### config.mk
export PLATFORM = sky130hd
export DESIGN_NAME = lat_rule
export DESIGN_NICKNAME = d
export VERILOG_FILES = /design/src/sv/lat_pkg.sv /design/src/sv/lat_rule.sv
export SDC_FILE = /design/constraint.sdc
export NUM_CORES = 1
export LEC_CHECK = 0
export BUFFER_PORTS_ARGS = -buffer_cell sky130_fd_sc_hd__clkbuf_2
export CELL_PAD_IN_SITES_DETAIL_PLACEMENT = 0
export CELL_PAD_IN_SITES_GLOBAL_PLACEMENT = 1
export CORE_AREA = 4 4 41 43
export DETAILED_ROUTE_END_ITERATION = 8
export DIE_AREA = 0 0 45 47
export PLACE_DENSITY = 0.46
export SLEW_MARGIN = 20
export SYNTH_ARGS = -nofsm -noshare
export SYNTH_HDL_FRONTEND = slang
export SYNTH_SLANG_ARGS = --single-unit
export TNS_END_PERCENT = 5
### constraint.sdc
create_clock -name vclk -period 3.7
set_input_delay 0.555 -clock vclk [all_inputs]
set_output_delay 0.555 -clock vclk [all_outputs]
set_load 0.02 [all_outputs]
### src/sv/lat_pkg.sv
package lat_pkg;

  typedef enum logic [1:0] {
    OP_WRITE   = 2'd0,
    OP_READ    = 2'd1,
    OP_ADVANCE = 2'd2,
    OP_NONE    = 2'd3
  } lat_op_t;

  typedef struct packed {
    logic [1:0] op;
    logic [5:0] col;
    logic [5:0] row;
    logic       alive_in;
  } lat_in_t;

  typedef struct packed {
    logic       cell_alive;
    logic [1:0] ack_kind;
  } lat_out_t;

endpackage

### src/sv/lat_rule.sv
module lat_rule (
  input  logic [2:0] above,
  input  logic [2:0] middle,
  input  logic [2:0] below,
  output logic       alive
);

  import lat_pkg::*;

  localparam logic [3:0] BornCount = 4'd3;
  localparam logic [3:0] KeepCount = 4'd2;

  logic [3:0] count;

  // The centre tap is the cell itself and is not a neighbor.
  assign count = 4'($countones({above, middle[2], middle[0], below}));
  assign alive = (count == BornCount) || (middle[1] && (count == KeepCount));

endmodule

==> metrics.txt <==
initial DRC count 1; Max Cap Viol 0; Fin. Hold Viols 0; Ys Warns 0; WL final 317 um; routability congestion estimate 0.6101; Initial Util 14.23%; Mapped Cells 23; PortBufs 10; Syn Nets 39; Startpoint Class input pin; vias in the first global route 143; unique cell type count in the Yosys netlist 7; RSZ-0062 raised after global routing yes; HP Class in -> out; main area contributors after synthesis fa_1 (43%), inv_1 (22%), ha_1 (20%); total grt overflow 0; layout cell share with drive strength beyond 1 52.94%; hold path depth 4; post-route clock period utilization 102.0%; failing checks negative setup slack; pin count of the biggest net entering global routing 3; DRC Markers 0; Final Max Tran Viols 0; FF+latch area 0 sq um; Slew headroom 92.49%; Arrival @ worst endpoint 3220 ps; Max FO, Critical Path 2; GRT Resource Usage Total 2.769%; vias per cell 3.551; Die Wd 45 um; Mapped Area 185.2 sq um; pre-CTS setup slack -182.3 ps; CLK BUF 0; Die H 47 um; Synth top area share 43.24%; power density over cell area 287.1 nW/um^2; register area share after synthesis 0%; first-pass GRT wire length 462 um; DR pass1 iterations 2; FP Rows 13; Worst VDD drop 0.05984 mV; initial antenna violation count 0; LEAKAGE 0.1674 nW; n_diodes 0; outcome complete, but fails checks; Worst-Margin Slew 112.6 ps; Net count, final 52; setup ws final -72.99 ps; critical path class in -> out; final setup vio count 1; Critical Path Sink Type primary output; Critical Path RT 3140 ps; Vias 174; I/O pin cnt 10; DP Wirelength 310.1 um; hold_ws 1482 ps; area grow syn2layout 61.49%; Seq cells 0; setup TNS -72.99 ps; Detail Route Antenna Nets 0; syn_area_per_cell 8.051 sq um; minimum clock period 3773 ps; largest area contributor in the netlist fa_1; total core area 1301 sq um; Peak Freq 0.2650 GHz; wire per inst 6.469 um; DIE AREA 2115 sq um
-- routing by layer --
layer	global-route usage, %	share of wire, %	vias up
li1	-	-	87
met1	2.511	32	83
met2	6.497	61	4
met3	0.3831	7.3	0
met4	0	0	0
met5	0	0	-
-- layout by cell type, fill, tap and decap left out, drive strengths merged --
master,n
ha,3
clkbuf,9
inv,11
nand3,1
or2,1
buf,2
fa,4
a21oi,2
o21ai,1
-- report_power, final --
group          internal [mW]  switching [mW]
combinational         0.0455          0.0404
sequential                 0               0
clock                      0               0
total                 0.0455          0.0404
-- what timing repair did --
action,4_1_cts,5_1_grt
endpoints found under the setup margin,1,1
hold buffers,0,0
setup buffers,0,1
gates cloned,0,0
gates resized for setup,9,3
pin swaps,3,7
-- metrics by stage --
| step | total power, mW | cell area, sq um | instances | utilization [%] |
|---|---|---|---|---|
| after floorplan | 0.04470 | 188.9 | 23 | - |
| after global placement | 0.05926 | 257.7 | 48 | 19.81 |
| after detailed placement | 0.06033 | 257.7 | 48 | 19.81 |
| after CTS | 0.08369 | 285.3 | 48 | 21.92 |
| after global routing | 0.09753 | 299.0 | 49 | 22.98 |
| final | 0.08585 | 299.0 | 49 | 22.98 |
-- worst paths after layout --
kind | startpoint | end | slack (ps)
max | above[0] | alive | -70
min | middle[1] | alive | 1480
-- cell usage after synthesis, drive strengths merged --
| master | number |
|---|---|
| o21ai | 1 |
| nand3 | 1 |
| ha | 3 |
| or2 | 1 |
| fa | 4 |
| inv | 11 |
| a21oi | 2 |
-- logic make-up after synthesis --
kind of cell	after synthesis	share of synthesized area, %
buffers and inverters	11	22.30
adder cells (fa/ha/maj)	7	63.52
AO/OA/AOI/OAI	3	8.106
AND/OR/NAND/NOR	2	6.081
-- final cells by class --
cell class / instances / area (sq um)
fill: 152 / 1002
multi-input combinational: 12 / 166.4
tap: 15 / 18.77
timing repair buffer: 11 / 72.57
inverter: 11 / 41.29
-- critical path, stage by stage --
cell and delay, ps:
buf_6 70, inv_2 30, fa_1 540, fa_1 430, fa_1 530, inv_2 50
ha_4 150, fa_2 330, or2_1 240, a21oi_2 140, clkbuf_8 150
No activity file was read; power rests on OpenSTA's default activity.
